<file path="src/design/lcdw_pkg.sv">
package lcdw_pkg;

   // Request opcodes
   localparam logic [1:0] OP_TWO_DIGIT = 2'd0;
   localparam logic [1:0] OP_TENTHS    = 2'd1;
   localparam logic [1:0] OP_DECIMAL   = 2'd2;
   localparam logic [1:0] OP_NONE      = 2'd3;

   // LCD command and character codes
   localparam logic [7:0] CMD_LINE0   = 8'h80;
   localparam logic [7:0] CMD_LINE1   = 8'h90;
   localparam logic [7:0] CMD_FREQ    = 8'h91;
   localparam logic [7:0] CHAR_SPACE  = 8'h20;
   localparam logic [7:0] CHAR_MINUS  = 8'h2D;
   localparam logic [7:0] CHAR_DOT    = 8'h2E;
   localparam logic [7:0] CHAR_ZERO   = 8'h30;
   localparam logic [7:0] CHAR_NINE   = 8'h39;

   localparam logic [7:0] LINE_SPLIT  = 8'd10;
   localparam logic [7:0] LINE1_BIAS  = 8'h86;   // 0x90 - 10, modulo 256

   localparam logic [16:0] MAX_TWO_DIGIT = 17'd99;
   localparam logic [16:0] MAX_TENTHS    = 17'd999;

   // Bit-serial binary to BCD converter
   localparam int BIN_WIDTH   = 16;
   localparam int DIGIT_COUNT = 5;
   localparam int STEP_WIDTH  = $clog2(BIN_WIDTH);

   typedef logic [DIGIT_COUNT-1:0][3:0] bcd_digits_type;

   typedef struct packed {
      logic                 start;
      logic [BIN_WIDTH-1:0] value;
   } bcd_ctrl_type;

   typedef struct packed {
      logic busy;
      logic done;
   } bcd_stat_type;

   typedef enum logic [1:0] {
      ST_IDLE,
      ST_CONVERT,
      ST_EMIT
   } seq_state_type;

endpackage

</file>
<file path="src/design/lcdw_bcd.sv">
module lcdw_bcd (
   input  logic                    clock,
   input  logic                    reset,
   input  lcdw_pkg::bcd_ctrl_type  ctrl,
   output lcdw_pkg::bcd_stat_type  stat,
   output lcdw_pkg::bcd_digits_type digits
);

   logic [lcdw_pkg::BIN_WIDTH-1:0]  bin_ff, bin_in;
   lcdw_pkg::bcd_digits_type        bcd_ff, bcd_in;
   lcdw_pkg::bcd_digits_type        adj;
   logic [lcdw_pkg::DIGIT_COUNT*4-1:0] adj_bits;
   logic [lcdw_pkg::STEP_WIDTH-1:0] step_ff, step_in;
   logic                            busy_ff, busy_in;
   logic                            done_ff, done_in;

   // add 3 to every digit of five or more before the shift
   always_comb begin
      for (int k = 0; k < lcdw_pkg::DIGIT_COUNT; k++) begin
         adj[k] = (bcd_ff[k] >= 4'd5) ? bcd_ff[k] + 4'd3 : bcd_ff[k];
      end
   end

   assign adj_bits = adj;

   always_comb begin
      bin_in  = bin_ff;
      bcd_in  = bcd_ff;
      step_in = step_ff;
      busy_in = busy_ff;
      done_in = 1'b0;
      if (ctrl.start) begin
         bin_in  = ctrl.value;
         bcd_in  = '0;
         step_in = '0;
         busy_in = 1'b1;
      end else if (busy_ff) begin
         bin_in  = {bin_ff[lcdw_pkg::BIN_WIDTH-2:0], 1'b0};
         bcd_in  = {adj_bits[lcdw_pkg::DIGIT_COUNT*4-2:0], bin_ff[lcdw_pkg::BIN_WIDTH-1]};
         step_in = step_ff + 1'b1;
         if (step_ff == lcdw_pkg::STEP_WIDTH'(lcdw_pkg::BIN_WIDTH - 1)) begin
            busy_in = 1'b0;
            done_in = 1'b1;
         end
      end
   end

   always_ff @(posedge clock) begin
      bin_ff  <= bin_in;
      bcd_ff  <= bcd_in;
      step_ff <= step_in;
      if (reset) begin
         busy_ff <= 1'b0;
         done_ff <= 1'b0;
      end else begin
         busy_ff <= busy_in;
         done_ff <= done_in;
      end
   end

   assign stat.busy = busy_ff;
   assign stat.done = done_ff;
   assign digits    = bcd_ff;

endmodule

</file>
<file path="src/design/lcdw_seq.sv">
module lcdw_seq (
   input  logic                     clock,
   input  logic                     reset,
   input  logic                     req_tvalid,
   output logic                     req_tready,
   input  logic [31:0]              req_tdata,
   input  logic [1:0]               req_tuser,
   output lcdw_pkg::bcd_ctrl_type   bcd_ctrl,
   input  lcdw_pkg::bcd_stat_type   bcd_stat,
   input  lcdw_pkg::bcd_digits_type bcd_digits,
   output logic                     rsp_tvalid,
   input  logic                     rsp_tready,
   output logic [7:0]               rsp_tdata,
   output logic                     rsp_tuser,
   output logic                     rsp_tlast
);

   lcdw_pkg::seq_state_type state_ff, state_in;
   logic [3:0]  idx_ff, idx_in;
   logic [1:0]  op_ff, op_in;
   logic        neg_ff, neg_in;
   logic [7:0]  pos_ff, pos_in;
   logic        rsp_valid_ff, rsp_valid_in;
   logic [7:0]  rsp_byte_ff, rsp_byte_in;
   logic        rsp_data_ff, rsp_data_in;
   logic        rsp_last_ff, rsp_last_in;

   logic [16:0] num;
   logic [7:0]  pos;
   logic [16:0] mag;
   logic        accept;
   logic        load;
   logic [2:0]  nd;
   logic [3:0]  sel_wide;
   logic [3:0]  digit;
   logic        wr_data;
   logic [7:0]  wr_byte;
   logic        wr_last;

   assign num    = req_tdata[16:0];
   assign pos    = req_tdata[24:17];
   assign mag    = num[16] ? (~num + 17'd1) : num;
   assign accept = req_tvalid && req_tready;

   // clamp the value for the converter for opcodes 0 and 1; opcode 2 passes the low 16 bits
   always_comb begin
      bcd_ctrl.start = accept && (req_tuser != lcdw_pkg::OP_NONE);
      unique case (req_tuser)
         lcdw_pkg::OP_TWO_DIGIT: begin
            if (num[16]) begin
               bcd_ctrl.value = '0;
            end else if (num > lcdw_pkg::MAX_TWO_DIGIT) begin
               bcd_ctrl.value = lcdw_pkg::MAX_TWO_DIGIT[15:0];
            end else begin
               bcd_ctrl.value = {9'd0, num[6:0]};
            end
         end
         lcdw_pkg::OP_TENTHS: begin
            bcd_ctrl.value = (mag > lcdw_pkg::MAX_TENTHS) ?
                             lcdw_pkg::MAX_TENTHS[15:0] : mag[15:0];
         end
         default: begin
            bcd_ctrl.value = num[15:0];
         end
      endcase
   end

   // significant digit count, at least one
   always_comb begin
      priority if (bcd_digits[4] != 4'd0) nd = 3'd5;
      else if (bcd_digits[3] != 4'd0)     nd = 3'd4;
      else if (bcd_digits[2] != 4'd0)     nd = 3'd3;
      else if (bcd_digits[1] != 4'd0)     nd = 3'd2;
      else                                nd = 3'd1;
   end

   assign sel_wide = {1'b0, nd} + 4'd7 - idx_ff;

   always_comb begin
      unique case (sel_wide)
         4'd0:    digit = bcd_digits[0];
         4'd1:    digit = bcd_digits[1];
         4'd2:    digit = bcd_digits[2];
         4'd3:    digit = bcd_digits[3];
         4'd4:    digit = bcd_digits[4];
         default: digit = 4'd0;
      endcase
   end

   // next write of the run
   always_comb begin
      wr_data = 1'b1;
      wr_byte = lcdw_pkg::CHAR_SPACE;
      wr_last = 1'b0;
      unique case (op_ff)
         lcdw_pkg::OP_TWO_DIGIT: begin
            unique case (idx_ff)
               4'd0: begin
                  wr_data = 1'b0;
                  wr_byte = (pos_ff < lcdw_pkg::LINE_SPLIT) ?
                            lcdw_pkg::CMD_LINE0 + pos_ff : lcdw_pkg::LINE1_BIAS + pos_ff;
               end
               4'd1: wr_byte = lcdw_pkg::CHAR_ZERO | {4'd0, bcd_digits[1]};
               default: begin
                  wr_byte = lcdw_pkg::CHAR_ZERO | {4'd0, bcd_digits[0]};
                  wr_last = 1'b1;
               end
            endcase
         end
         lcdw_pkg::OP_TENTHS: begin
            unique case (idx_ff)
               4'd0: begin
                  wr_data = 1'b0;
                  wr_byte = lcdw_pkg::CMD_LINE1;
               end
               4'd1: wr_byte = neg_ff ? lcdw_pkg::CHAR_MINUS : lcdw_pkg::CHAR_SPACE;
               4'd2: wr_byte = lcdw_pkg::CHAR_ZERO | {4'd0, bcd_digits[2]};
               4'd3: wr_byte = lcdw_pkg::CHAR_ZERO | {4'd0, bcd_digits[1]};
               4'd4: wr_byte = lcdw_pkg::CHAR_DOT;
               default: begin
                  wr_byte = lcdw_pkg::CHAR_ZERO | {4'd0, bcd_digits[0]};
                  wr_last = 1'b1;
               end
            endcase
         end
         default: begin
            priority if (idx_ff == 4'd0 || idx_ff == 4'd7) begin
               wr_data = 1'b0;
               wr_byte = lcdw_pkg::CMD_FREQ;
            end else if (idx_ff < 4'd7) begin
               wr_byte = lcdw_pkg::CHAR_SPACE;
            end else begin
               wr_byte = lcdw_pkg::CHAR_ZERO | {4'd0, digit};
               wr_last = (idx_ff == {1'b0, nd} + 4'd7);
            end
         end
      endcase
   end

   assign load = (state_ff == lcdw_pkg::ST_EMIT) && (!rsp_valid_ff || rsp_tready);

   always_comb begin
      state_in     = state_ff;
      idx_in       = idx_ff;
      op_in        = op_ff;
      neg_in       = neg_ff;
      pos_in       = pos_ff;
      rsp_valid_in = rsp_valid_ff && !rsp_tready;
      rsp_byte_in  = rsp_byte_ff;
      rsp_data_in  = rsp_data_ff;
      rsp_last_in  = rsp_last_ff;
      unique case (state_ff)
         lcdw_pkg::ST_IDLE: begin
            // opcode three is taken and dropped
            if (bcd_ctrl.start) begin
               op_in    = req_tuser;
               neg_in   = num[16];
               pos_in   = pos;
               state_in = lcdw_pkg::ST_CONVERT;
            end
         end
         lcdw_pkg::ST_CONVERT: begin
            if (bcd_stat.done) begin
               idx_in   = '0;
               state_in = lcdw_pkg::ST_EMIT;
            end
         end
         default: begin
            if (load) begin
               rsp_valid_in = 1'b1;
               rsp_byte_in  = wr_byte;
               rsp_data_in  = wr_data;
               rsp_last_in  = wr_last;
               idx_in       = idx_ff + 4'd1;
               if (wr_last) begin
                  state_in = lcdw_pkg::ST_IDLE;
               end
            end
         end
      endcase
   end

   always_ff @(posedge clock) begin
      idx_ff      <= idx_in;
      op_ff       <= op_in;
      neg_ff      <= neg_in;
      pos_ff      <= pos_in;
      rsp_byte_ff <= rsp_byte_in;
      rsp_data_ff <= rsp_data_in;
      rsp_last_ff <= rsp_last_in;
      if (reset) begin
         state_ff     <= lcdw_pkg::ST_IDLE;
         rsp_valid_ff <= 1'b0;
      end else begin
         state_ff     <= state_in;
         rsp_valid_ff <= rsp_valid_in;
      end
   end

   assign req_tready = (state_ff == lcdw_pkg::ST_IDLE);
   assign rsp_tvalid = rsp_valid_ff;
   assign rsp_tdata  = rsp_byte_ff;
   assign rsp_tuser  = rsp_data_ff;
   assign rsp_tlast  = rsp_last_ff;

endmodule

</file>
<file path="src/design/lcd_decimal_text_writer_top.sv">
// Character LCD text writer.
// The req channel takes one transaction per request: an opcode in tuser, a
// number and a position in tdata. The rsp channel gives the run of LCD bus
// writes it causes, one transaction per write: the byte in tdata, the
// command/data flag in tuser, tlast on the final write of the run.
// Runs are 3 writes (opcode 0), 6 writes (opcode 1) or 9 to 13 writes
// (opcode 2); opcode 3 is taken and produces nothing.
// Every request but opcode 3 goes through a bit-serial binary to BCD
// converter that shifts one bit per cycle over 16 bits. The first write of
// a run is presented after the conversion is done; the rest follow one per
// cycle while the receiver does not stall. req_tready rises again as soon
// as the last write sits in the output register.
// A receiver stall holds the output register and pauses the run; nothing is
// dropped. Reset (synchronous, active high) empties the output register and
// returns the block to idle with req_tready high.
module lcd_decimal_text_writer_top (
   input  logic        clock,
   input  logic        reset,
   input  logic        req_tvalid,
   output logic        req_tready,
   input  logic [31:0] req_tdata,   // [16:0] number, [24:17] position, rest zero
   input  logic [1:0]  req_tuser,   // [1:0] opcode
   output logic        rsp_tvalid,
   input  logic        rsp_tready,
   output logic [7:0]  rsp_tdata,   // [7:0] lcd_byte
   output logic        rsp_tuser,   // [0] is_data
   output logic        rsp_tlast
);

   lcdw_pkg::bcd_ctrl_type   bcd_ctrl;
   lcdw_pkg::bcd_stat_type   bcd_stat;
   lcdw_pkg::bcd_digits_type bcd_digits;

   lcdw_bcd u_bcd (
      .clock  (clock),
      .reset  (reset),
      .ctrl   (bcd_ctrl),
      .stat   (bcd_stat),
      .digits (bcd_digits)
   );

   lcdw_seq u_seq (
      .clock      (clock),
      .reset      (reset),
      .req_tvalid (req_tvalid),
      .req_tready (req_tready),
      .req_tdata  (req_tdata),
      .req_tuser  (req_tuser),
      .bcd_ctrl   (bcd_ctrl),
      .bcd_stat   (bcd_stat),
      .bcd_digits (bcd_digits),
      .rsp_tvalid (rsp_tvalid),
      .rsp_tready (rsp_tready),
      .rsp_tdata  (rsp_tdata),
      .rsp_tuser  (rsp_tuser),
      .rsp_tlast  (rsp_tlast)
   );

`ifndef ASSERT_OFF
   a_idle_not_converting : assert property (
      @(posedge clock) disable iff (reset)
      req_tready |-> !bcd_stat.busy && !bcd_stat.done
   ) else $error("request taken while the converter is working");

   a_start_when_idle : assert property (
      @(posedge clock) disable iff (reset)
      bcd_ctrl.start |=> bcd_stat.busy && !req_tready
   ) else $error("converter start did not take");

   a_data_is_text : assert property (
      @(posedge clock) disable iff (reset)
      rsp_tvalid && rsp_tuser |->
         rsp_tdata == lcdw_pkg::CHAR_SPACE || rsp_tdata == lcdw_pkg::CHAR_MINUS ||
         rsp_tdata == lcdw_pkg::CHAR_DOT ||
         (rsp_tdata >= lcdw_pkg::CHAR_ZERO && rsp_tdata <= lcdw_pkg::CHAR_NINE)
   ) else $error("data write is not a display character");
`endif

endmodule
</file>
<file path="config.mk">
export PLATFORM = sky130hd
export DESIGN_NAME = lcd_decimal_text_writer_top
export DESIGN_NICKNAME = d
export VERILOG_FILES = /design/src/design/lcdw_pkg.sv /design/src/design/lcdw_bcd.sv /design/src/design/lcdw_seq.sv /design/src/design/lcd_decimal_text_writer_top.sv
export SDC_FILE = /design/constraint.sdc
export NUM_CORES = 1
export LEC_CHECK = 0
export ABC_AREA = 1
export BUFFER_PORTS_ARGS = -buffer_cell sky130_fd_sc_hd__buf_2
export CORE_ASPECT_RATIO = 1.4
export CORE_UTILIZATION = 35
export DETAILED_ROUTE_END_ITERATION = 8
export GPL_ROUTABILITY_DRIVEN = 1
export PLACE_DENSITY_LB_ADDON = 0.12
export RECOVER_POWER = 100
export SLEW_MARGIN = 5
export SYNTH_ARGS = -nofsm -noshare
export SYNTH_HDL_FRONTEND = slang
export SYNTH_SLANG_ARGS = --single-unit
</file>
<file path="constraint.sdc">
create_clock -name clock -period 2.6 [get_ports clock]
set_clock_uncertainty 0.15 [all_clocks]
set_input_delay 0.39 -clock clock [delete_from_list [all_inputs] [get_ports clock]]
set_output_delay 0.39 -clock clock [all_outputs]
set_load 0.005 [all_outputs]
</file>
==> impl_summary.md, run 1 <==
Die
The initial utilization of the core area, before any placement, comes to 35.8%. The die is 140 um tall. From left edge to right edge, the die measures 101 um. 50 I/O pins were placed. The region available for standard cell placement spans 0.0134 mm^2. The total die area is 0.0142 mm^2. The floorplan has 50 rows.

Timing
The worst-margin pin slew is 1.08 ns. After layout, the minimum clock period comes to 2.71 ns. The final setup violation count is 4. The least setup slack across all paths after layout is -0.111 ns. The headroom to the max-slew limit is 28.3%. The total count of hold-check failures in the final report is 0. Setup repair after global routing could not meet its margin everywhere.

Dividing the final minimum period by the clock period gives 104%. After routing, the total negative slack on setup checks comes to -0.368 ns. The fmax is 369 MHz. The final count of pins violating max slew is 0.

The worst hold slack across all endpoints is 0.0795 ns.

Global routing
Entering global routing, the biggest net connects 29 pins. The met2 track demand over resource is 37.3%. The number of global-route vias before repair is 4545. The initial antenna violation count is 0. Global routing finished with a remaining overflow of 0. The global routing's busiest layer is met2. The global routing met1 resource utilization is 19.9%. The global-route usage over all layers is 19.3%. The first global-routing pass estimated 21.3 mm of wire. For met3 alone, demand over resource in global routing was 2.64%.

Synth
During synthesis, Yosys emitted a total of 0 warnings. The number of nets handed over by synthesis was 697. Counting flops and latches in the post-synthesis netlist gives 70.

The async set or reset register ratio after synthesis is 0%. Synthesis produced a netlist whose cell count is 636. After synthesis, the most frequently instantiated cells are sky130_fd_sc_hd__nand2_1 (132), sky130_fd_sc_hd__inv_1 (92), sky130_fd_sc_hd__a21oi_1 (52), sky130_fd_sc_hd__nor2_1 (47). In this run the mean area of a mapped cell was 7.54 um^2. The primary flip-flop cell chosen by synthesis mapping is sky130_fd_sc_hd__edfxtp_1. The count of cell types in the netlist is 46. The cell area after synthesis is 0.00479 mm^2. The share of the synthesized area in the top cell type is 25.7%. The most common cell in the synthesized netlist is sky130_fd_sc_hd__nand2_1. The number of synthesized flops with an enable pin is 41. Yosys attributes the largest share of cell area to sky130_fd_sc_hd__edfxtp_1 (26%), sky130_fd_sc_hd__dfxtp_1 (12%), sky130_fd_sc_hd__nand2_1 (10%). The share of the Yosys chip area taken by registers is 37.8%. Summed over all instances, the cell type with the most area after synthesis is sky130_fd_sc_hd__edfxtp_1.

Placement
The last weighted congestion value of the routability-driven placer is 0.857. The number of buffers added on ports is 42. Detailed placement ended at an HPWL of 10.1 mm.

Worst hold path
The path class of the tightest hold or removal check is in2reg. The cell depth of the worst hold path is 1. In this run the most critical hold path is launched from req_tdata[21]. The path with the worst hold slack has its endpoint at u_seq.pos_ff[4]$_DFFE_PP_.

Clock network
TritonCTS built the clock tree. The clock passes through at most 2 buffers. CTS saw 70 sinks. The H-tree was split into 3 levels. After clock tree synthesis, the clock-pin slew on the worst setup and hold paths is 0.06 ns. The clock reaches the later pin of the worst-skew pair after 0.33 ns. Clock tree synthesis selected as its root buffer the cell sky130_fd_sc_hd__clkbuf_16. Buffers inserted during clock tree synthesis total 9.

Setup path
The data arrival time of the worst path is 2.63 ns. The sum of buffers and inverters on the critical path is 6. The critical path goes through inv_2 > ha_4 > inv_4 > nor3_4 > buf_6 > o21ai_4 > buf_6 > fa_2 > xor2_4 > nand2_4 > inv_4 > nand3_4 > inv_2 > nand2_2 > nand3_1 > o21ai_1 > nand3_1.

In this design, the largest share of critical-path delay is due to adder cells. For this run, the slowest stage of the critical path takes 0.42 ns. The startpoint of the worst register-to-register path is u_bcd.digits[16]$_SDFFE_PP0P_. Among all stages on the critical path, the largest delay is contributed by sky130_fd_sc_hd__fa_2. STA classifies the critical path startpoint as a flip-flop. The nature of the critical path endpoint is a flip-flop. Along the worst path, the maximum fanout reaches 3. The worst reg2reg path endpoint is u_seq.rsp_tdata[1]$_DFFE_PP_. The reg2reg setup slack is -0.11 ns. The critical path is of the reg2reg type. Counting cells, the worst reg-to-reg path comes to 17.

The critical path required time is 2.52 ns.

Finish
0 antenna diodes ended up in the layout. The growth of design area from synthesis to finish is 24.9%. The layout cell share with drive strength beyond 1 is 24.5%. The number of nets in the layout is 787.

Drt
The routed layout has 4540 vias. The length of the first detailed-routing pass in iterations is 5. The first-iteration detailed-routing DRC count is 178. The count of nets left with antenna violations after detail routing is 0. After detailed routing, the number of remaining DRC violations is 0.

The via count normalized by instance count is 4.97. In the final routed layout, each cell accounts on average for 14.1 um. The wire length reported by the detailed router is 12.9 mm.

Pwr
Across the VDD grid, the largest voltage drop is 0.288 mV. Power spread over the standard cell area amounts to 494 mW/mm^2. In this run the static leakage power is 2.61 nW.

Run
The number of maximum-capacitance constraint violations is 0.

Run status
The checks that failed: setup timing. The run finished, with violations left.
state kept, by name, indices dropped and copies added, names as in the netlist:
register and cells:
u_bcd.done_ff 1, u_seq.rsp_tdata 8, u_seq.op_ff 2, u_bcd.step_ff 4, u_bcd.digits 20, u_bcd.busy_ff 1, u_seq.idx_ff 4, u_seq.rsp_tlast 1
u_bcd.bin_ff 16, u_seq.rsp_tvalid 1, u_seq.pos_ff 8, u_seq.state_ff 2, u_seq.rsp_tuser 1, u_seq.neg_ff 1
logic make-up after synthesis:
logic type | synth area share (%)
AND/OR/NAND/NOR | 27.6
AO/OA/AOI/OAI | 17.1
XOR/XNOR | 1.98
buffers and inverters | 9.34
adder cells (fa/ha/maj) | 6.16
flip-flops | 37.8
how the worst max path moves through the flow:
stage / startpoint / to / slack (ns) / cells after the start
finish: u_bcd.digits[16]$_SDFFE_PP0P_ / u_seq.rsp_tdata[1]$_DFFE_PP_ / -0.11 / 17
floorplan: u_bcd.digits[4]$_SDFFE_PP0P_ / u_seq.rsp_tdata[1]$_DFFE_PP_ / 0.008 / 17
detailed placement: u_bcd.digits[17]$_SDFFE_PP0P_ / u_seq.rsp_tdata[1]$_DFFE_PP_ / -0.22 / 16
CTS: u_bcd.digits[17]$_SDFFE_PP0P_ / u_seq.rsp_tdata[1]$_DFFE_PP_ / -0.13 / 14
global placement: u_bcd.digits[16]$_SDFFE_PP0P_ / u_seq.rsp_tdata[1]$_DFFE_PP_ / -0.18 / 16
global route: u_bcd.digits[16]$_SDFFE_PP0P_ / u_seq.rsp_tdata[3]$_DFFE_PP_ / -0.28 / 17
report_power, final:
part	leakage [nW]	internal (W)	switching, W	total, W
clock network	0.154	0.000824	0.000477	0.00130
registers	0.624	0.00125	0.0000362	0.00129
logic	1.83	0.000121	0.000247	0.000368
cell type report:
| type | count | area, um^2 |
|---|---|---|
| fill | 1411 | 7400 |
| tap | 182 | 228 |
| multi-input combinational | 451 | 2680 |
| timing repair buffer | 89 | 541 |
| clock inverter | 5 | 55.1 |
| sequential | 70 | 1820 |
| inverter | 105 | 399 |
| clock buffer | 11 | 264 |
metrics by stage:
step | worst slack, ns | util (%) | cell area (um^2) | total power, W | std cells
after CTS | -0.132 | 44.2 | 5910 | 0.00300 | 911
after detailed placement | -0.216 | 41.0 | 5490 | 0.00169 | 891
after floorplan | 0.00842 | - | 4800 | 0.00156 | 636
final | -0.111 | 44.7 | 5990 | 0.00296 | 913
after global routing | -0.278 | 44.7 | 5990 | 0.00309 | 913
after global placement | -0.185 | 41.0 | 5490 | 0.00168 | 891
cell usage in the layout, fill, tap and decap left out, types with 5 or more instances in the layout:
cell / count
sky130_fd_sc_hd__nor2_4: 7
sky130_fd_sc_hd__nand4_1: 16
sky130_fd_sc_hd__xor2_1: 6
sky130_fd_sc_hd__o22ai_1: 10
sky130_fd_sc_hd__clkbuf_1: 12
sky130_fd_sc_hd__a31oi_1: 5
sky130_fd_sc_hd__ha_1: 19
sky130_fd_sc_hd__o21ai_0: 37
sky130_fd_sc_hd__clkbuf_16: 10
sky130_fd_sc_hd__inv_1: 83
sky130_fd_sc_hd__dfxtp_1: 25
sky130_fd_sc_hd__nor2_1: 44
sky130_fd_sc_hd__nor2_2: 7
sky130_fd_sc_hd__nand2_2: 17
sky130_fd_sc_hd__a21oi_1: 51
sky130_fd_sc_hd__buf_2: 34
sky130_fd_sc_hd__nand2_1: 128
sky130_fd_sc_hd__nor3_1: 6
sky130_fd_sc_hd__o31ai_1: 9
sky130_fd_sc_hd__edfxtp_1: 41
sky130_fd_sc_hd__buf_4: 38
sky130_fd_sc_hd__nand3_1: 34
sky130_fd_sc_hd__o32ai_1: 6
sky130_fd_sc_hd__inv_2: 17
layer usage:
layer,up-vias,part of all wire [%]
met1,2115,38
met4,0,2.6
li1,2325,-
met2,78,57
met3,22,2.3
met5,-,0
what timing repair did:
| item | in CTS | in global routing |
|---|---|---|
| setup buffers | 4 | 2 |
| hold buffers | 0 | 0 |
| pin swaps | 14 | 20 |
| resized for setup | 21 | 33 |
| endpoints found under the setup margin | 4 | 4 |
(Power assumes the default switching activity.)
==> inputs of run 2 (changes only) <==
==> constraint.sdc (replaced) <==
create_clock -name clock -period 3.1 [get_ports clock]
set_clock_uncertainty 0.15 [all_clocks]
set_input_delay 0.465 -clock clock [delete_from_list [all_inputs] [get_ports clock]]
set_output_delay 0.465 -clock clock [all_outputs]
set_load 0.005 [all_outputs]
==> run 2 against run 1 <==
Against the previous run:
- the flow now finishes without violations
- first-iteration DRC count increased by 8.4%
- clock-buffer cell count decreased by 1
- sequential power decreased by 16%
- clock power decreased by 8%
- critical endpoint is now u_seq.rsp_tdata[2]$_DFFE_PP_
- largest cell class unchanged
==> impl_summary.md, run 2 (same netlist as run 1, synthesis figures left out) <==
Run status
The run finished with clean final reports.

Pwr
The power share of the combinational group is 11.7% (-0.7 points). The static leakage is 2.43 nW (-6.7%). The power density of the placed cells came to 458 mW/mm^2 (-7.3%). The overall power consumption came to 0.00257 W (-13%). The register share of total power was 42.0% (-1.6 points). The maximum VDD drop is 0.179 mV (-38%).

The internal power of the cells is 0.00194 W (-12%). The switching part of the total power was 24.8% (-0.89 points). The net switching power of the design was 0.000639 W (-16%).

The clock share of power is 46.3% (+2.3 points).

Timing
The final count of pins violating max slew is 0 (unchanged). The minimum clock period after layout was 2.82 ns (+0.112 ns). The final sum of negative setup slack is 0 ns (+0.368 ns). The total count of hold-check failures in the final report is 0 (unchanged). The final critical-path share of the clock period is 91.1% (-13 points). The final setup violation count is 0 (-4). The worst-margin pin slew is 1.28 ns (+0.204 ns). The headroom to the max-slew limit is 14.7% (-14 points).

The least setup slack across all paths after layout came to 0.277 ns (+0.388 ns). The fmax is 354 MHz (-4.0%).

Drt
The post-route DRC violation count is 0 (unchanged). The via count normalized by instance count is 4.93 (-0.95%). The wire length reported by the detailed router is 12.2 mm (-5.0%).

The via count is 4354 (-4.1%). The first-iteration detailed-routing DRC count is 193 (+8.4%). The count of nets left with antenna violations after detail routing came to 0 (unchanged). The length of the first detailed-routing pass in iterations is 5 (unchanged). The average wire length per cell after detail routing is 13.8 um (-1.9%).

Finish
The library cell used most frequently in the layout, excluding fill and tap cells, is sky130_fd_sc_hd__nand2_1. In the layout the commonest cells are sky130_fd_sc_hd__nand2_1 (133), sky130_fd_sc_hd__inv_1 (91), sky130_fd_sc_hd__a21oi_1 (52). The growth of design area from synthesis to finish is 17.3%.

The layout cell share with drive strength beyond 1 was 16.0% (-8.5 points). The flip-flop count of the largest register, all copies and words added came to 20 (unchanged). The post-layout utilization of the core came to 42.0% (-2.7 points).

The total inserted antenna cells came to 0 (unchanged). The number of nets in the layout was 758 (-3.7%). The number of fillers in the final layout is 1441 (+2.1%).

Clock network
The CTS H-tree depth came to 3 (unchanged). The number of clock sinks is 70 (unchanged). The clock latency on the worst-skew pair is 0.34 ns (about the same). The maximum clock insertion buffer count is 2 (unchanged). The post-cts resize count is 0 (-100%). The clock transition at the registers of the reported paths was 0.06 ns (about the same). CTS placed an instance of sky130_fd_sc_hd__clkbuf_16 at the clock tree root. TritonCTS built the clock tree. The total of hold buffers inserted after clock tree synthesis is 0 (unchanged). The buffers inserted during post-CTS setup optimization is 0 (-4). The number of CTS-inserted buffers came to 9 (unchanged).

Setup path
The critical path required time was 3.04 ns (+0.52 ns). The data arrival time of the worst path was 2.76 ns (+0.13 ns). STA classifies the critical path startpoint as a flip-flop. The critical path start-end classification is reg2reg. The nature of the critical path endpoint is a flip-flop.

The maximum net fanout on the critical path is 4 (+1).

Die
The total die area came to 0.0142 mm^2 (unchanged). The count of boundary I/O pins is 50 (unchanged). The floorplan core area is 0.0134 mm^2 (unchanged).

The starting density of the core is 35.8% (unchanged). The die extent in x was 101 um (unchanged). The count of standard-cell rows is 50 (unchanged).

The die height is 140 um (unchanged).

Global routing
The global route total overflow came to 0 (unchanged). The initial antenna violation count is 0 (unchanged). The first-pass GRT wire length is 20.3 mm (-4.4%). The number of global-route vias before repair was 4301 (-5.4%). The global-route usage over all layers is 18.5% (-0.82 points). The largest net degree at the start of global routing is 33 (+14%).

Worst hold path
The worst min-delay path class is in2reg.

Placement
The number of buffers added on ports came to 42 (unchanged). The post-DP HPWL was 9.76 mm (-3.3%). The placement-stage worst setup slack was 0.100 ns (+0.316 ns). The last weighted congestion value of the routability-driven placer is 0.854 (-0.38%).

Run
The number of maximum-capacitance constraint violations is 0 (unchanged).
run 2: changes by cell type in the layout (fill, tap and decap cells not counted), moves of 4 or more:
cell | before | now
sky130_fd_sc_hd__buf_4 | 38 | 13
sky130_fd_sc_hd__dfxtp_1 | 25 | 29
sky130_fd_sc_hd__dfxtp_2 | 4 | 0
sky130_fd_sc_hd__inv_1 | 83 | 91
sky130_fd_sc_hd__inv_2 | 17 | 11
sky130_fd_sc_hd__nand2_1 | 128 | 133
sky130_fd_sc_hd__nand2_2 | 17 | 13
sky130_fd_sc_hd__nor2_1 | 44 | 48
run 2: layout make-up:
type	count	area [um^2]	area share (%)
clock buffers	10	229	4.07
clock inverters	6	110	1.96
inverters	105	394	7.01
multi-input cells	451	2530	45.0
flip-flops and latches	70	1810	32.2
well taps	182	228	4.05
repair buffers	60	317	5.63
run 2: routing by layer:
layer	GRT usage [%]	share of wire (%)
met5	0	0
met2	35.7	55
met4	8.24	2.6
met1	19.2	40
met3	2.69	2.6
run 2: worst paths after layout:
kind	to	cells past startpoint	slack, ns	from
max	u_seq.rsp_tdata[2]$_DFFE_PP_	16	0.28	u_bcd.digits[4]$_SDFFE_PP0P_
min	u_seq.pos_ff[1]$_DFFE_PP_	1	0.15	req_tdata[18]
max reg2reg	u_seq.rsp_tdata[2]$_DFFE_PP_	16	0.28	u_bcd.digits[4]$_SDFFE_PP0P_
min reg2reg	u_bcd.step_ff[3]$_SDFFE_PP0P_	1	0.31	u_bcd.step_ff[3]$_SDFFE_PP0P_
run 2: stage by stage:
stage               cell area, um^2  std cells  hold WS (ns)
finish                         5620        884         0.146
global route                   5620        884         0.137
CTS                            5650        884         0.133
detailed placement             5310        868         0.310
global placement               5310        868         0.292
floorplan                      4790        636         0.272
run 2: critical path: stages (launching register included):
cell	delay, ns
sky130_fd_sc_hd__dfxtp_1	0.31
sky130_fd_sc_hd__inv_1	0.07
sky130_fd_sc_hd__ha_1	0.19
sky130_fd_sc_hd__inv_2	0.05
sky130_fd_sc_hd__nor3_1	0.20
sky130_fd_sc_hd__nor2_1	0.06
sky130_fd_sc_hd__o21ai_0	0.17
sky130_fd_sc_hd__ha_2	0.22
sky130_fd_sc_hd__fa_2	0.45
sky130_fd_sc_hd__nand2_1	0.10
sky130_fd_sc_hd__nor2_1	0.06
sky130_fd_sc_hd__nand2_1	0.13
sky130_fd_sc_hd__o22ai_1	0.11
sky130_fd_sc_hd__nor2_1	0.11
sky130_fd_sc_hd__nand2_1	0.06
sky130_fd_sc_hd__nand2_1	0.07
sky130_fd_sc_hd__nand2_1	0.05
run 2: power groups by stage:
stage	clock, W	sequential [W]	combinational (W)
after global routing	0.00125	0.00109	0.000347
after global placement	0	0.00110	0.000310
after CTS	0.00121	0.00108	0.000315
after floorplan	0	0.00109	0.000216
final	0.00119	0.00108	0.000302
after detailed placement	0	0.00110	0.000313
